--- src/rtl/core/fdf_pkg.sv ---
`default_nettype none

package fdf_pkg;

    localparam int DATA_W  = 24;
    localparam int HIST_N  = 7;
    localparam int CALC_W  = DATA_W + 6;
    localparam int TOT_W   = 27;
    localparam int SPL_W   = 29;
    localparam int SPS_W   = 28;
    localparam int CNT_W   = 5;
    localparam int UP_W    = 4;
    localparam int OFS_W   = 21;
    localparam int ADDR_W  = 5;
    localparam int APB_W   = 32;
    localparam int FIELD_W = 24;
    localparam int IN_W    = 2 * FIELD_W;
    localparam int OUT_W   = 128;

    typedef logic [DATA_W-1:0]        sample_t;
    typedef logic signed [CALC_W-1:0] calc_t;
    typedef logic signed [CNT_W-1:0]  count_t;

    typedef enum logic [2:0] {
        REG_OFS_LONG   = 3'd0,
        REG_OFS_SHORT  = 3'd1,
        REG_UP_LONG    = 3'd2,
        REG_UP_SHORT   = 3'd3,
        REG_DOWN_LONG  = 3'd4,
        REG_DOWN_SHORT = 3'd5
    } reg_idx_t;

    typedef enum logic {
        OP_SAMPLE = 1'b0,
        OP_CLEAR  = 1'b1
    } opcode_t;

    typedef struct packed {
        logic [UP_W-1:0] up;
        count_t          down;
    } dir_limits_t;

    function automatic calc_t widen(input sample_t h);
        widen = calc_t'({{(CALC_W-DATA_W){1'b0}}, h});
    endfunction

    function automatic calc_t absd(input sample_t a, input sample_t b);
        absd = (a > b) ? (widen(a) - widen(b)) : (widen(b) - widen(a));
    endfunction

endpackage

`default_nettype wire

--- src/rtl/core/fdf_dir_count.sv ---
`default_nettype none

module fdf_dir_count
    import fdf_pkg::*;
(
    input  var calc_t       total,
    input  var calc_t       spread,
    input  var count_t      cnt,
    input  var dir_limits_t limits,
    output count_t          cnt_next
);

    calc_t                  mag;
    logic signed [CNT_W:0]  cnt_ext;
    logic signed [CNT_W:0]  up_ext;
    logic                   responds;
    logic                   rising;

    always_comb begin
        mag      = total[CALC_W-1] ? -total : total;
        cnt_ext  = {cnt[CNT_W-1], cnt};
        up_ext   = {{(CNT_W+1-UP_W){1'b0}}, limits.up};
        responds = mag > spread;
        rising   = !total[CALC_W-1] && (total != '0);
    end

    always_comb begin
        if (!responds) begin
            cnt_next = '0;
        end else if (rising) begin
            cnt_next = (cnt_ext >= up_ext) ? count_t'(up_ext[CNT_W-1:0]) : cnt + count_t'(1);
        end else if (cnt <= limits.down) begin
            cnt_next = limits.down;
        end else if (cnt > 0) begin
            cnt_next = '0;
        end else begin
            cnt_next = cnt - count_t'(1);
        end
    end

endmodule

`default_nettype wire

--- src/rtl/core/focus_direction_filter_core.sv ---
`default_nettype none
// An accepted input beat shifts into the histories; its result beat is then registered
// into the output register. Throughput: one beat per cycle unless m_tready stalls the
// output; the trend, spread and counter update form one registered stage before it.
// Reset (aresetn low, synchronous): histories and counters clear, registers take
// their defaults, and both channels hold no data.

module focus_direction_filter_core
    import fdf_pkg::*;
(
    input  wire               aclk,
    input  wire               aresetn,

    input  wire               s_tvalid,
    output logic              s_tready,
    input  wire [IN_W-1:0]    s_tdata,   // focus_long[23:0], focus_short[47:24]
    input  wire               s_tuser,   // opcode

    output logic              m_tvalid,
    input  wire               m_tready,
    output logic [OUT_W-1:0]  m_tdata,   // total_long[26:0], spread_long[55:27],
                                         // count_long[60:56], total_short[87:61],
                                         // spread_short[115:88], count_short[120:116]

    input  wire               psel,
    input  wire               penable,
    input  wire               pwrite,
    input  wire [ADDR_W-1:0]  paddr,
    input  wire [APB_W-1:0]   pwdata,
    output logic [APB_W-1:0]  prdata,
    output logic              pready
);

    logic signed [OFS_W-1:0] ofs_long_reg, ofs_short_reg;
    logic [UP_W-1:0]         up_long_reg, up_short_reg;
    count_t                  down_long_reg, down_short_reg;

    sample_t                 lh_reg [HIST_N];
    sample_t                 sh_reg [HIST_N];
    count_t                  cnt_long_reg, cnt_short_reg;
    count_t                  cnt_long_next, cnt_short_next;

    logic                    s1_valid_reg;
    logic                    s1_clear_reg;
    logic                    s1_adv;
    logic                    s_accept;
    logic                    cfg_write;
    reg_idx_t                cfg_idx;

    calc_t                   tl, sl, ts, ss, dl, ds;
    dir_limits_t             lim_long, lim_short;
    count_t                  cnt_long_out, cnt_short_out;

    logic                    m_valid_reg;
    logic [OUT_W-1:0]        m_data_reg;

    assign pready    = 1'b1;
    assign cfg_write = psel && penable && pwrite && pready;
    assign cfg_idx   = reg_idx_t'(paddr[ADDR_W-1:2]);

    always_ff @(posedge aclk) begin
        if (!aresetn) begin
            ofs_long_reg   <= '0;
            ofs_short_reg  <= '0;
            up_long_reg    <= UP_W'(3);
            up_short_reg   <= UP_W'(3);
            down_long_reg  <= -count_t'(3);
            down_short_reg <= -count_t'(3);
        end else if (cfg_write) begin
            case (cfg_idx)
                REG_OFS_LONG:   ofs_long_reg   <= pwdata[OFS_W-1:0];
                REG_OFS_SHORT:  ofs_short_reg  <= pwdata[OFS_W-1:0];
                REG_UP_LONG:    up_long_reg    <= pwdata[UP_W-1:0];
                REG_UP_SHORT:   up_short_reg   <= pwdata[UP_W-1:0];
                REG_DOWN_LONG:  down_long_reg  <= pwdata[CNT_W-1:0];
                REG_DOWN_SHORT: down_short_reg <= pwdata[CNT_W-1:0];
                default: ;
            endcase
        end
    end

    always_comb begin
        case (cfg_idx)
            REG_OFS_LONG:   prdata = APB_W'(ofs_long_reg);
            REG_OFS_SHORT:  prdata = APB_W'(ofs_short_reg);
            REG_UP_LONG:    prdata = {{(APB_W-UP_W){1'b0}}, up_long_reg};
            REG_UP_SHORT:   prdata = {{(APB_W-UP_W){1'b0}}, up_short_reg};
            REG_DOWN_LONG:  prdata = APB_W'(down_long_reg);
            REG_DOWN_SHORT: prdata = APB_W'(down_short_reg);
            default:        prdata = '0;
        endcase
    end

    assign s1_adv   = !m_valid_reg || m_tready;
    assign s_tready = !s1_valid_reg || s1_adv;
    assign s_accept = s_tvalid && s_tready;

    always_ff @(posedge aclk) begin
        if (!aresetn) begin
            for (int i = 0; i < HIST_N; i++) begin
                lh_reg[i] <= '0;
                sh_reg[i] <= '0;
            end
        end else if (s_accept) begin
            if (opcode_t'(s_tuser) == OP_CLEAR) begin
                for (int i = 0; i < HIST_N; i++) begin
                    lh_reg[i] <= '0;
                    sh_reg[i] <= '0;
                end
            end else begin
                for (int i = HIST_N - 1; i > 0; i--) begin
                    lh_reg[i] <= lh_reg[i-1];
                    sh_reg[i] <= sh_reg[i-1];
                end
                lh_reg[0] <= s_tdata[DATA_W-1:0];
                sh_reg[0] <= s_tdata[FIELD_W+DATA_W-1:FIELD_W];
            end
        end
    end

    always_ff @(posedge aclk) begin
        if (!aresetn) begin
            s1_valid_reg <= 1'b0;
            s1_clear_reg <= 1'b0;
        end else if (s_tready) begin
            s1_valid_reg <= s_tvalid;
            s1_clear_reg <= (opcode_t'(s_tuser) == OP_CLEAR);
        end
    end

    always_comb begin
        tl = widen(lh_reg[0]) + widen(lh_reg[1]) + widen(lh_reg[2])
           - widen(lh_reg[4]) - widen(lh_reg[5]) - widen(lh_reg[6]);
        dl = absd(lh_reg[6], lh_reg[5]) + absd(lh_reg[5], lh_reg[4])
           + absd(lh_reg[4], lh_reg[3]) + absd(lh_reg[3], lh_reg[2])
           + absd(lh_reg[2], lh_reg[1]) + absd(lh_reg[1], lh_reg[0]);
        sl = dl + (dl >>> 1) + calc_t'(ofs_long_reg);

        ts = calc_t'(3) * widen(sh_reg[0]) - widen(sh_reg[2])
           - widen(sh_reg[4]) - widen(sh_reg[6]);
        ds = absd(sh_reg[0], sh_reg[2]) + absd(sh_reg[2], sh_reg[4])
           + absd(sh_reg[4], sh_reg[6]);
        ss = ds + (ds >>> 1) + calc_t'(ofs_short_reg);
    end

    assign lim_long  = '{up: up_long_reg,  down: down_long_reg};
    assign lim_short = '{up: up_short_reg, down: down_short_reg};

    fdf_dir_count u_count_long (
        .total    (tl),
        .spread   (sl),
        .cnt      (cnt_long_reg),
        .limits   (lim_long),
        .cnt_next (cnt_long_next)
    );

    fdf_dir_count u_count_short (
        .total    (ts),
        .spread   (ss),
        .cnt      (cnt_short_reg),
        .limits   (lim_short),
        .cnt_next (cnt_short_next)
    );

    assign cnt_long_out  = s1_clear_reg ? cnt_long_reg  : cnt_long_next;
    assign cnt_short_out = s1_clear_reg ? cnt_short_reg : cnt_short_next;

    always_ff @(posedge aclk) begin
        if (!aresetn) begin
            cnt_long_reg  <= '0;
            cnt_short_reg <= '0;
        end else if (s1_valid_reg && s1_adv) begin
            cnt_long_reg  <= cnt_long_out;
            cnt_short_reg <= cnt_short_out;
        end
    end

    always_ff @(posedge aclk) begin
        if (!aresetn) begin
            m_valid_reg <= 1'b0;
        end else if (s1_adv) begin
            m_valid_reg <= s1_valid_reg;
        end
    end

    always_ff @(posedge aclk) begin
        if (s1_valid_reg && s1_adv) begin
            m_data_reg <= {
                {(OUT_W - 2*TOT_W - SPL_W - SPS_W - 2*CNT_W){1'b0}},
                cnt_short_out,
                ss[SPS_W-1:0],
                ts[TOT_W-1:0],
                cnt_long_out,
                sl[SPL_W-1:0],
                tl[TOT_W-1:0]
            };
        end
    end

    assign m_tvalid = m_valid_reg;
    assign m_tdata  = m_data_reg;

endmodule

`default_nettype wire

--- config.mk ---
export PLATFORM = sky130hd
export DESIGN_NAME = focus_direction_filter_core
export DESIGN_NICKNAME = d
export VERILOG_FILES = /design/src/rtl/core/fdf_pkg.sv /design/src/rtl/core/fdf_dir_count.sv /design/src/rtl/core/focus_direction_filter_core.sv
export SDC_FILE = /design/constraint.sdc
export NUM_CORES = 2
export LEC_CHECK = 0
export BUFFER_PORTS_ARGS = -buffer_cell sky130_fd_sc_hd__buf_2
export CORE_MARGIN = 8
export CORE_UTILIZATION = 55
export CTS_CLUSTER_DIAMETER = 30
export CTS_CLUSTER_SIZE = 25
export DETAILED_ROUTE_END_ITERATION = 6
export PLACE_DENSITY = 0.72
export SYNTH_ARGS = -nofsm -noshare
export SYNTH_HDL_FRONTEND = slang
export SYNTH_SLANG_ARGS = --single-unit
export TNS_END_PERCENT = 1
--- constraint.sdc ---
create_clock -name aclk -period 25.3 [get_ports aclk]
set_input_delay 7.59 -clock aclk [delete_from_list [all_inputs] [get_ports aclk]]
set_output_delay 7.59 -clock aclk [all_outputs]
set_load 0.02 [all_outputs]
==> run metrics <==
initial antenna violation count=0; clock root buffer=clkbuf_16; DIE WIDTH=354 um; Mean Syn Cell Area=8.56 um2; multi-input logic area=44000 um2; CP cell instances=buf_2 -> nor2b_1 -> nor2b_1 -> a221o_1 -> buf_2; largest area contributor in the netlist=edfxtp_1; wire per inst=21.8 um; die area=125000 um2; Register Area=14200 um2; Routed WL=198000 um; # resized after CTS=0; Setup crit end kind=primary output; 1st-pass router iterations=7; Hold Path Cell Cnt=2; Vias=54530; H-tree depth=4; Synth area leaders=edfxtp_1 (17%), ha_1 (15%), fa_1 (10%); DR iter-0 viols=5253; outcome=finished clean; RSZ-0062 raised after global routing=no; Crit-path slowest cell=nor2b_1; slew margin rel.=15.7%; final non-filler cell total=9104; Fin Setup TNS=0 ns; Max Cap Viol=0; top-count cell post-synth=inv_1; vias per cell=5.99; die height=354 um; CTS tree=done; minimum clock period=17.39 ns; Unique masters post-synth=96; Crit path depth=5; ys flop type=edfxtp_1; CTS sink count=530; Startpoint Class=input port; Fillers=10085; clk_lat worst skew=0.79 ns; crit share post-route=68.7%; Least-Margin Pin Slew=1.26 ns; Worst Hold Class=flip-flop to flip-flop; Final Max Tran Viols=0; diodes inserted=0; PortBufs=234; max incr delay on CP=1.01 ns; post-synthesis instance area=62900 um2; Reg2Reg Depth=49; Clock Skew=0.0267 ns; Final Hold Viols=0; Worst EP required=17.71 ns; Yosys reg bits=530; hpwl dp=162000 um; Setup violations, final=0; post-synthesis sequential area ratio=22.6%; Tot GR Track Use=30.1%; share of flip-flops with an asynchronous set or reset=0%; pin count of the biggest net entering global routing=201; Post-synth EDFFs=361; Longest Clk Path Bufs=3; top cell type's share of synthesized area=17.2%; CP delay by family, top=simple AND/OR/NAND/NOR gates; crit-path max FO=17; # IOs=256; share of post-route cells with drive strength above 1=8.17%; # DRC=0; gr ovfl total=0; synth cell count leaders=inv_1 (961), ha_1 (773), a21oi_1 (652); synthesis warning total=0; f_max=0.0575 GHz; post-route ant nets=0; vias in the first global route=51292; arrival time at the worst endpoint=9.80 ns; Post-layout nets=8664; CTS buffer count=144; Syn Inst Count=7346; worst path buffer plus inverter count=2; Area Overhead vs Synth=11.5%; hold_buf cts=0; Post-CTS Setup Inserts=0; Starting Density=55.2%; GPL Wtd Cong=0.957; Cells after DPL=8838; Rows=124; global-route wire length before repair=297000 um; CORE AREA=114000 um2; Clock transition at path regs=0.05 ns; crit path kind=input port to primary output
-- placed cells by master, fill, tap and decap left out, drive strengths merged, types with 23 or more instances in the layout --
cell / n
a2111oi: 23
a211oi: 42
a21boi: 63
a21o: 281
a21oi: 652
a221o: 28
a221oi: 28
a31oi: 55
and2: 261
and3: 30
buf: 264
clkbuf: 183
clkinv: 46
dfxtp: 169
edfxtp: 361
fa: 326
ha: 773
inv: 972
mux2: 38
mux2i: 114
nand2: 465
nand2b: 74
nand3: 108
nand4: 80
nor2: 378
nor2b: 144
nor3: 177
nor4: 37
o211ai: 46
o21a: 56
o21ai: 362
o21bai: 124
o31ai: 38
or2: 25
xnor2: 282
xor2: 150
-- cells by family after synthesis --
| family | count (synthesis) | share of synthesized area (%) |
|---|---|---|
| DFF | 530 | 22.6 |
| xor gates and xnor gates | 432 | 6.02 |
| adders and majority gates | 1099 | 25.8 |
| and+or+nand+nor | 1851 | 14.7 |
| other | 2 | 0.0119 |
| muxes | 152 | 2.49 |
| AOI/OAI and AO/OA | 2024 | 20.8 |
| buffers and inverters | 1256 | 7.63 |
-- final timing paths --
check | from | endpoint | slack (ns)
setup reg to reg | lh_reg[0][35] | m_tdata[57] | 11.08
hold reg to reg | sh_reg[2][34] | sh_reg[3][10] | 0.44
hold / removal | sh_reg[2][34] | sh_reg[3][10] | 0.44
setup / recovery | paddr[4] | prdata[31] | 7.91
-- through the flow --
| step | setup WS [ns] | instance area, um2 | utilization [%] | hold WS, ns |
|---|---|---|---|---|
| 3_3_place_gp | 8.01 | 65200 | 57.2 | 0.421 |
| 4_1_cts | 7.92 | 70200 | 61.6 | 0.442 |
| 3_5_place_dp | 7.91 | 65200 | 57.2 | 0.432 |
| 2_1_floorplan | 8.60 | 62900 | - | 0.418 |
| 5_1_grt | 7.72 | 70200 | 61.6 | 0.456 |
| 6_report | 7.91 | 70200 | 61.6 | 0.443 |
-- worst reg2reg max path, delay by kind of cell, from the launching register on --
| family | cells | cell delay [ns] |
|---|---|---|
| simple gates | 11 | 2.39 |
| fa+ha+maj | 8 | 3.69 |
| flops | 1 | 0.42 |
| buf+inv | 6 | 0.89 |
| compound gates | 21 | 5.70 |
| mux | 1 | 0.43 |
| xor+xnor | 2 | 0.50 |
-- metal layers --
layer	vias up	global-route usage, %	routed length, um
met1	26251	46.3	94600
li1	25754	-	-
met5	-	0	0
met4	0	8.31	5300
met2	2238	42.4	79800
met3	287	6.07	18700
-- final cells by class --
type	count	area share (%)
well taps	1512	2.70
flip-flops and latches	530	20.3
multi-input cells	5570	62.7
clock buffers	183	5.58
inverters	962	5.15
repair buffers	264	2.01
clock inverters	83	1.54
Power is left out: the tool's default activity adds up to more than one toggle a clock period on the data nets, which glitch-free logic cannot reach.
